===== config.mk =====
export PLATFORM = sky130hd
export DESIGN_NAME = socks5_user_pass_auth_parser
export DESIGN_NICKNAME = d
export VERILOG_FILES = /design/src/design/s5auth_pkg.sv /design/src/design/socks5_user_pass_auth_parser.sv
export SDC_FILE = /design/constraint.sdc
export NUM_CORES = 1
export LEC_CHECK = 0
export ABC_AREA = 0
export BUFFER_PORTS_ARGS = -buffer_cell sky130_fd_sc_hd__buf_2
export CAP_MARGIN = 20
export CORE_MARGIN = 3
export CORE_UTILIZATION = 47
export DETAILED_ROUTE_END_ITERATION = 16
export PLACE_DENSITY_LB_ADDON = 0.3
export SLEW_MARGIN = 30
export SYNTH_ARGS = -nofsm -noshare
export SYNTH_HDL_FRONTEND = slang
export SYNTH_SLANG_ARGS = --single-unit
export TNS_END_PERCENT = 5

===== constraint.sdc =====
create_clock -name i_clk -period 6.4 [get_ports i_clk]
set_clock_uncertainty 0.05 [all_clocks]
set_input_delay 0.96 -clock i_clk [delete_from_list [all_inputs] [get_ports i_clk]]
set_output_delay 0.96 -clock i_clk [all_outputs]
set_load 0.05 [all_outputs]

===== src/design/s5auth_pkg.sv =====
// Shared definitions for the SOCKS5 username/password request parser:
// parser phase codes, credential defaults and byte helpers. No dependencies.
`default_nettype none

package s5auth_pkg;

    // largest credential the register file can hold, in bytes
    localparam int CRED_BYTES_MAX = 8;

    localparam logic [7:0] SUBNEG_VERSION = 8'h01;
    localparam logic [7:0] NUL_BYTE       = 8'h00;

    // credential defaults: "user" and "pass", first byte lowest
    localparam logic [63:0] USER_BYTES_RST  = 64'h0000_0000_7265_7375;
    localparam logic [63:0] PASS_BYTES_RST  = 64'h0000_0000_7373_6170;
    localparam logic [3:0]  USER_LENGTH_RST = 4'd4;
    localparam logic [3:0]  PASS_LENGTH_RST = 4'd4;

    // register indexes on the config port
    localparam logic [1:0] REG_USER_BYTES  = 2'd0;
    localparam logic [1:0] REG_USER_LENGTH = 2'd1;
    localparam logic [1:0] REG_PASS_BYTES  = 2'd2;
    localparam logic [1:0] REG_PASS_LENGTH = 2'd3;

    // parser phases
    localparam logic [2:0] PH_VERSION = 3'd0;
    localparam logic [2:0] PH_ULEN    = 3'd1;
    localparam logic [2:0] PH_USER    = 3'd2;
    localparam logic [2:0] PH_PLEN    = 3'd3;
    localparam logic [2:0] PH_PASS    = 3'd4;
    localparam logic [2:0] PH_DONE    = 3'd5;

    localparam logic STATUS_OK   = 1'b0;
    localparam logic STATUS_FAIL = 1'b1;

    function automatic logic [7:0] f_cred_byte(input logic [63:0] creds,
                                               input logic [2:0]  idx);
        return creds[{idx, 3'b000} +: 8];
    endfunction

    // effective name length: length clamped to limit, cut at the first NUL
    function automatic logic [3:0] f_exp_len(input logic [63:0] creds,
                                             input logic [3:0]  len,
                                             input logic [3:0]  limit);
        logic [3:0] n;
        logic [3:0] res;
        n   = (len > limit) ? limit : len;
        res = n;
        for (int i = 7; i >= 0; i--) begin
            if ((4'(i) < n) && (f_cred_byte(creds, 3'(i)) == NUL_BYTE)) begin
                res = 4'(i);
            end
        end
        return res;
    endfunction

endpackage

`default_nettype wire


===== src/design/socks5_user_pass_auth_parser.sv =====
// SOCKS5 username/password request parser, top level.
// Depends on s5auth_pkg (phase codes, credential defaults, helpers).
//
//   port group        | dir | handshake                  | payload
//   ------------------+-----+----------------------------+------------------------------
//   request bytes     | in  | i_in_valid / o_in_ready    | i_in_byte, i_new_exchange
//   auth reply        | out | o_out_valid / i_out_ready  | o_reply_version, o_status
//   credential regs   | in  | APB psel/penable/pready    | paddr, pwdata, prdata
//
// One byte a cycle unless the reply register stalls: a beat lands in the input
// register, is parsed from there and its reply (if any) is written to the output
// register. The input register only stalls when the reply register is full and
// not being taken. Synchronous active-low reset clears the parser, both pipeline
// registers and loads the default credentials.
`default_nettype none

module socks5_user_pass_auth_parser #(
    parameter int CRED_BYTES = s5auth_pkg::CRED_BYTES_MAX
) (
    input  wire logic        i_clk,
    input  wire logic        i_rst_n,

    input  wire logic        i_in_valid,
    output logic             o_in_ready,
    input  wire logic [7:0]  i_in_byte,
    input  wire logic        i_new_exchange,

    output logic             o_out_valid,
    input  wire logic        i_out_ready,
    output logic             o_reply_version,
    output logic             o_status,

    input  wire logic        psel,
    input  wire logic        penable,
    input  wire logic        pwrite,
    input  wire logic [4:0]  paddr,
    input  wire logic [63:0] pwdata,
    output logic [63:0]      prdata,
    output logic             pready
);
    import s5auth_pkg::*;

    localparam int         CRED_W     = 8 * CRED_BYTES;
    localparam logic [3:0] CRED_LIMIT = 4'(CRED_BYTES);

    // ---------------- credential registers ----------------
    logic [CRED_W-1:0] r_user_bytes;
    logic [3:0]        r_user_length;
    logic [CRED_W-1:0] r_pass_bytes;
    logic [3:0]        r_pass_length;
    logic [1:0]        w_reg_idx;
    logic              w_cfg_wr;

    assign pready    = 1'b1;
    assign w_reg_idx = paddr[4:3];
    assign w_cfg_wr  = psel & penable & pwrite & pready;

    always_ff @(posedge i_clk) begin
        if (!i_rst_n) begin
            r_user_bytes  <= USER_BYTES_RST[CRED_W-1:0];
            r_user_length <= USER_LENGTH_RST;
            r_pass_bytes  <= PASS_BYTES_RST[CRED_W-1:0];
            r_pass_length <= PASS_LENGTH_RST;
        end else if (w_cfg_wr) begin
            unique case (w_reg_idx)
                REG_USER_BYTES:  r_user_bytes  <= pwdata[CRED_W-1:0];
                REG_USER_LENGTH: r_user_length <= pwdata[3:0];
                REG_PASS_BYTES:  r_pass_bytes  <= pwdata[CRED_W-1:0];
                REG_PASS_LENGTH: r_pass_length <= pwdata[3:0];
                default: ;
            endcase
        end
    end

    always_comb begin
        unique case (w_reg_idx)
            REG_USER_BYTES:  prdata = 64'(r_user_bytes);
            REG_USER_LENGTH: prdata = 64'(r_user_length);
            REG_PASS_BYTES:  prdata = 64'(r_pass_bytes);
            REG_PASS_LENGTH: prdata = 64'(r_pass_length);
            default:         prdata = '0;
        endcase
    end

    logic [63:0] w_user_creds;
    logic [63:0] w_pass_creds;
    logic [3:0]  w_user_exp;
    logic [3:0]  w_pass_exp;

    assign w_user_creds = 64'(r_user_bytes);
    assign w_pass_creds = 64'(r_pass_bytes);
    assign w_user_exp   = f_exp_len(w_user_creds, r_user_length, CRED_LIMIT);
    assign w_pass_exp   = f_exp_len(w_pass_creds, r_pass_length, CRED_LIMIT);

    // ---------------- input register ----------------
    logic       r_in_valid;
    logic [7:0] r_in_byte;
    logic       r_in_new;
    logic       w_proceed;

    assign w_proceed  = r_in_valid & (~o_out_valid | i_out_ready);
    assign o_in_ready = ~r_in_valid | w_proceed;

    always_ff @(posedge i_clk) begin
        if (!i_rst_n) begin
            r_in_valid <= 1'b0;
        end else if (o_in_ready) begin
            r_in_valid <= i_in_valid;
        end
    end

    always_ff @(posedge i_clk) begin
        if (o_in_ready && i_in_valid) begin
            r_in_byte <= i_in_byte;
            r_in_new  <= i_new_exchange;
        end
    end

    // ---------------- parser state ----------------
    logic [2:0] r_phase;
    logic [7:0] r_field_len;
    logic [7:0] r_byte_pos;
    logic       r_name_match;
    logic       r_name_ended;
    logic       r_user_acc;

    logic [2:0] n_phase;
    logic [7:0] n_field_len;
    logic [7:0] n_byte_pos;
    logic       n_name_match;
    logic       n_name_ended;
    logic       n_user_acc;
    logic       w_res_valid;
    logic       w_res_status;

    always_comb begin
        logic [63:0] creds;
        logic [7:0]  exp8;
        logic [7:0]  b;
        logic        done_ok;

        n_phase      = r_phase;
        n_field_len  = r_field_len;
        n_byte_pos   = r_byte_pos;
        n_name_match = r_name_match;
        n_name_ended = r_name_ended;
        n_user_acc   = r_user_acc;
        w_res_valid  = 1'b0;
        w_res_status = STATUS_FAIL;
        b            = r_in_byte;

        if (r_in_new) begin
            n_phase      = PH_VERSION;
            n_field_len  = '0;
            n_byte_pos   = '0;
            n_name_match = 1'b1;
            n_name_ended = 1'b0;
            n_user_acc   = 1'b0;
        end

        creds   = (n_phase == PH_PASS) ? w_pass_creds : w_user_creds;
        exp8    = 8'((n_phase == PH_PASS) ? w_pass_exp : w_user_exp);
        done_ok = 1'b0;

        unique case (n_phase)
            PH_VERSION: begin
                if (b != SUBNEG_VERSION) begin
                    n_phase     = PH_DONE;
                    w_res_valid = 1'b1;
                end else begin
                    n_phase = PH_ULEN;
                end
            end
            PH_ULEN: begin
                if (b == NUL_BYTE) begin
                    n_phase     = PH_DONE;
                    w_res_valid = 1'b1;
                end else begin
                    n_field_len  = b;
                    n_byte_pos   = '0;
                    n_name_match = 1'b1;
                    n_name_ended = 1'b0;
                    n_phase      = PH_USER;
                end
            end
            PH_USER, PH_PASS: begin
                // compare one name byte; a NUL ends the name early
                if (!n_name_ended) begin
                    if (b == NUL_BYTE) begin
                        n_name_ended = 1'b1;
                        if (n_byte_pos != exp8) n_name_match = 1'b0;
                    end else if ((n_byte_pos >= exp8) ||
                                 (f_cred_byte(creds, n_byte_pos[2:0]) != b)) begin
                        n_name_match = 1'b0;
                    end
                end
                n_byte_pos = n_byte_pos + 8'd1;
                done_ok = n_name_ended ? n_name_match
                                       : (n_name_match && (n_field_len == exp8));
                if (n_byte_pos == n_field_len) begin
                    if (n_phase == PH_USER) begin
                        n_user_acc   = done_ok;
                        n_name_match = 1'b1;
                        n_name_ended = 1'b0;
                        n_byte_pos   = '0;
                        n_phase      = PH_PLEN;
                    end else begin
                        n_phase      = PH_DONE;
                        w_res_valid  = 1'b1;
                        w_res_status = (n_user_acc && done_ok) ? STATUS_OK : STATUS_FAIL;
                    end
                end
            end
            PH_PLEN: begin
                n_field_len  = b;
                n_byte_pos   = '0;
                n_name_match = 1'b1;
                n_name_ended = 1'b0;
                if (b == NUL_BYTE) begin
                    // empty password matches only an empty expected password
                    n_phase      = PH_DONE;
                    w_res_valid  = 1'b1;
                    w_res_status = (n_user_acc && (w_pass_exp == 4'd0)) ? STATUS_OK
                                                                          : STATUS_FAIL;
                end else begin
                    n_phase = PH_PASS;
                end
            end
            default: ;  // done: ignore bytes until a new exchange
        endcase
    end

    always_ff @(posedge i_clk) begin
        if (!i_rst_n) begin
            r_phase      <= PH_VERSION;
            r_field_len  <= '0;
            r_byte_pos   <= '0;
            r_name_match <= 1'b1;
            r_name_ended <= 1'b0;
            r_user_acc   <= 1'b0;
        end else if (w_proceed) begin
            r_phase      <= n_phase;
            r_field_len  <= n_field_len;
            r_byte_pos   <= n_byte_pos;
            r_name_match <= n_name_match;
            r_name_ended <= n_name_ended;
            r_user_acc   <= n_user_acc;
        end
    end

    // ---------------- reply register ----------------
    logic r_out_valid;
    logic r_out_status;

    always_ff @(posedge i_clk) begin
        if (!i_rst_n) begin
            r_out_valid <= 1'b0;
        end else if (w_proceed && w_res_valid) begin
            r_out_valid <= 1'b1;
        end else if (i_out_ready) begin
            r_out_valid <= 1'b0;
        end
    end

    always_ff @(posedge i_clk) begin
        if (w_proceed && w_res_valid) begin
            r_out_status <= w_res_status;
        end
    end

    assign o_out_valid     = r_out_valid;
    assign o_status        = r_out_status;
    assign o_reply_version = SUBNEG_VERSION[0];

endmodule

`default_nettype wire

==> flow_metrics.tcl <==
set metrics [dict create \
    outcome "complete, no violations" \
    cpMaxStageDelayCell "dfxtp_1" \
    end_kind "register" \
    r2r_start "r_phase[2]" \
    hold_path_class "reg2reg" \
    worst_pin_slew_ps 956.5 \
    diodes 0 \
    antenna_found_initial 0 \
    vdd_drop_max_uv 163.4 \
    finalNetCount 1385 \
    globalRouteOverflowTotal 0 \
    synth_top_family_by_area "simple AND/OR/NAND/NOR gates" \
    synth_cell_type_count 72 \
    synth_xor_area_frac 0.01523 \
    synth_area_sq_um 9773 \
    r2r_slack_ps 1660 \
    initial_core_util 0.4799 \
    io_pins 154 \
    r2r-end "o_status" \
    synth_edf_count 10 \
    synthSimpleGateAreaFrac 0.2671 \
    drv_slew 0 \
    worstPathMaxFanout 58 \
    drive_above_1_share 0.1735 \
    syn2layout_area_growth_pct 14.16 \
    synth-seq-cells 170 \
    final_util 0.5479 \
    cap_violations 0 \
    cp_num_buf_inv 2 \
    fmax_ghz 0.2112 \
    cts_hold_buf 0 \
    min_to "r_user_acc" \
    crit_type "reg2reg" \
    dr.first_iter.drc_count 844 \
    synthAdderAreaFrac 0.006401 \
    routedWlPerCell_um 19.28 \
    grt_pass1_vias 8487 \
    cp.arrival_ps 4830 \
    numCtsBuffers 17 \
    grt_max_degree 98 \
    grtUsageTotal 0.2684 \
    ys_seq_area_frac 0.3585 \
    die_area_sq_um 22560 \
    power_density_nw_per_um2 212.1 \
    ys_warn_count 0 \
    final_common_cell "nand2_1" \
    setup_viol 0 \
    cts_num_sinks 170 \
    worstPathCellList "nor4b_4 -> buf_12 -> a31oi_1 -> a32o_1 -> a221oi_1 -> inv_1 -> ha_1 -> nand2b_1 -> a21oi_1 -> nor2b_1 -> o21ai_0 -> nand4_1 -> or4_1 -> o32ai_2 -> nand3_1 -> a2bb2oi_1" \
    mostFrequentLayoutCells "290 x nand2_1, 160 x dfxtp_1, 146 x buf_2" \
    async_flop_share 0 \
    htree_levels 4 \
    gp_congestion 0.9466 \
    routed_via_density 5.896 \
    leakagePower_nw 4.391 \
    cts_setup_buffers 0 \
    hpwl_um 21550 \
    slew_headroom 0.3608 \
    ctsRootBufferMaster "clkbuf_16" \
    final-hold-violation-count 0 \
    grt_pass1_wl_um 47530 \
    post_cts_resized 0 \
    cts.reportedPaths.clkPinSlew_ps 60 \
    setup_slack_ps 1665 \
    synth_compound_area_frac 0.1562 \
    clk_latency_ps 430 \
    critPathMaxStageDelay_ps 570 \
    period_share 0.7399 \
    ys.flop_type "dfxtp_1" \
    via_count 9304 \
    postSynthCellCount 1202 \
    rr_worst_depth 16 \
    portBuffers 148 \
    dieHeight_um 150.2 \
    dr.pass1.iters 5 \
    finalCriticalPeriod_ps 4735 \
    pre_cts_slack_ps 1730 \
    cp.required_ps 6500 \
    clock_path_buffers 2 \
    fp.dieW_um 150.2 \
    tns_ps 0 \
    antenna_left 0 \
    drt_wl_total_um 30420 \
    syn_avg_cell_area_sq_um 8.131 \
    startpoint_type "register" \
    rows 52 \
    rsz0062_at_grt "false" \
    core_area_sq_um 20360 \
    hp-start "r_user_acc" \
    hold_depth 2 \
    cts_tree "built" \
    drc_errors 0 \
    muxShareOfSynthArea 0.1548 \
    crit_family "compound AO/OA/AOI/OAI gates" \
]
-- logic make-up after synthesis --
group	count (synthesis)
AO/OA/AOI/OAI	212
XOR/XNOR	17
adder cells (fa/ha/maj)	5
buffers and inverters	94
flip-flops	170
multiplexers	132
other	1
AND/OR/NAND/NOR	571
-- flip-flops by register name (all words and copies together), names as in the netlist --
| signal | count |
|---|---|
| r_pass_bytes | 64 |
| r_in_byte | 8 |
| r_pass_length | 4 |
| r_field_len | 8 |
| r_name_ended | 1 |
| r_in_valid | 1 |
| r_user_bytes | 64 |
| r_user_length | 4 |
| r_user_acc | 1 |
| r_name_match | 1 |
| o_status | 1 |
| r_phase | 3 |
| r_in_new | 1 |
| r_byte_pos | 8 |
| o_out_valid | 1 |
-- worst min-delay path, cell delays in order, from the launching register on --
cell and delay [ps]:
dfxtp_1 320, nand3_1 70, a21boi_1 50
-- synthesized netlist by cell type, types with 3 or more instances --
master | n | area [sq um]
nor2_1 | 88 | 330.3
a31oi_1 | 4 | 25.02
inv_1 | 8 | 30.03
o21a_1 | 4 | 30.03
nand3_1 | 54 | 270.3
nand2_1 | 290 | 1089
a22oi_1 | 12 | 90.09
or4_1 | 12 | 90.09
mux2i_1 | 105 | 1051
a41oi_1 | 3 | 26.28
nor3_1 | 13 | 65.06
buf_4 | 6 | 45.04
xnor2_1 | 4 | 35.03
a21oi_1 | 21 | 105.1
nor4_1 | 34 | 212.7
o21ai_0 | 13 | 65.06
mux2_2 | 8 | 90.09
ha_1 | 5 | 62.56
edfxtp_1 | 10 | 300.3
or2_2 | 3 | 18.77
o211ai_1 | 5 | 37.54
buf_2 | 6 | 30.03
nand4_1 | 7 | 43.79
and2_1 | 3 | 18.77
o21ai_1 | 6 | 30.03
and3_1 | 4 | 25.02
dfxtp_1 | 160 | 3203
mux2_1 | 5 | 56.30
clkbuf_1 | 71 | 266.5
mux4_2 | 14 | 315.3
nor2b_1 | 34 | 212.7
buf_6 | 3 | 33.78
or3_1 | 4 | 25.02
xor2_1 | 13 | 113.9
a21boi_0 | 94 | 705.7
o22ai_1 | 21 | 131.4
nand3b_1 | 3 | 22.52
nand2b_1 | 11 | 68.82
-- stage by stage --
step,hold WS [ps],power [mW],instance area (sq um),std cells
final,446.1,2.367,11160,1578
after global routing,456.5,2.439,11160,1578
after floorplan,405.0,1.310,9777,1203
after global placement,417.8,1.397,10600,1546
after CTS,444.8,2.376,11160,1578
after detailed placement,428.0,1.400,10610,1546
-- power by group --
group / switching (mW) / internal (mW) / leakage [nW]
registers: 0.0265 / 1.09 / 1.39
clock network: 0.449 / 0.539 / 0.265
logic: 0.170 / 0.0945 / 2.74
-- worst max-delay path by stage --
stage          startpoint       end  slack [ps]  cells after the start
4_1_cts        r_phase[2]  o_status        1690                     16
3_3_place_gp   r_phase[2]  o_status        1780                     16
3_5_place_dp   r_phase[2]  o_status        1730                     16
6_report       r_phase[2]  o_status        1660                     16
5_1_grt        r_phase[2]  o_status        1330                     16
2_1_floorplan    r_in_new  o_status        2510                     16
-- cell type report --
class / count / area, sq um
timing repair buffer: 159 / 840.8
clock inverter: 13 / 116.4
sequential: 170 / 3503
inverter: 8 / 30.03
fill: 1918 / 9208
multi-input combinational: 939 / 5896
clock buffer: 19 / 432.9
tap: 270 / 337.8
-- routing by layer --
metal / part of all wire / GRT usage / vias to the layer above / routed length, um
met5: 0 / 0 / - / 0
met4: 0.030 / 0.09012 / 0 / 922
met3: 0.077 / 0.04967 / 52 / 2351
met2: 0.46 / 0.4228 / 396 / 14090
met1: 0.43 / 0.3720 / 4431 / 13050
li1: - / - / 4425 / -
(Power assumes the default switching activity.)
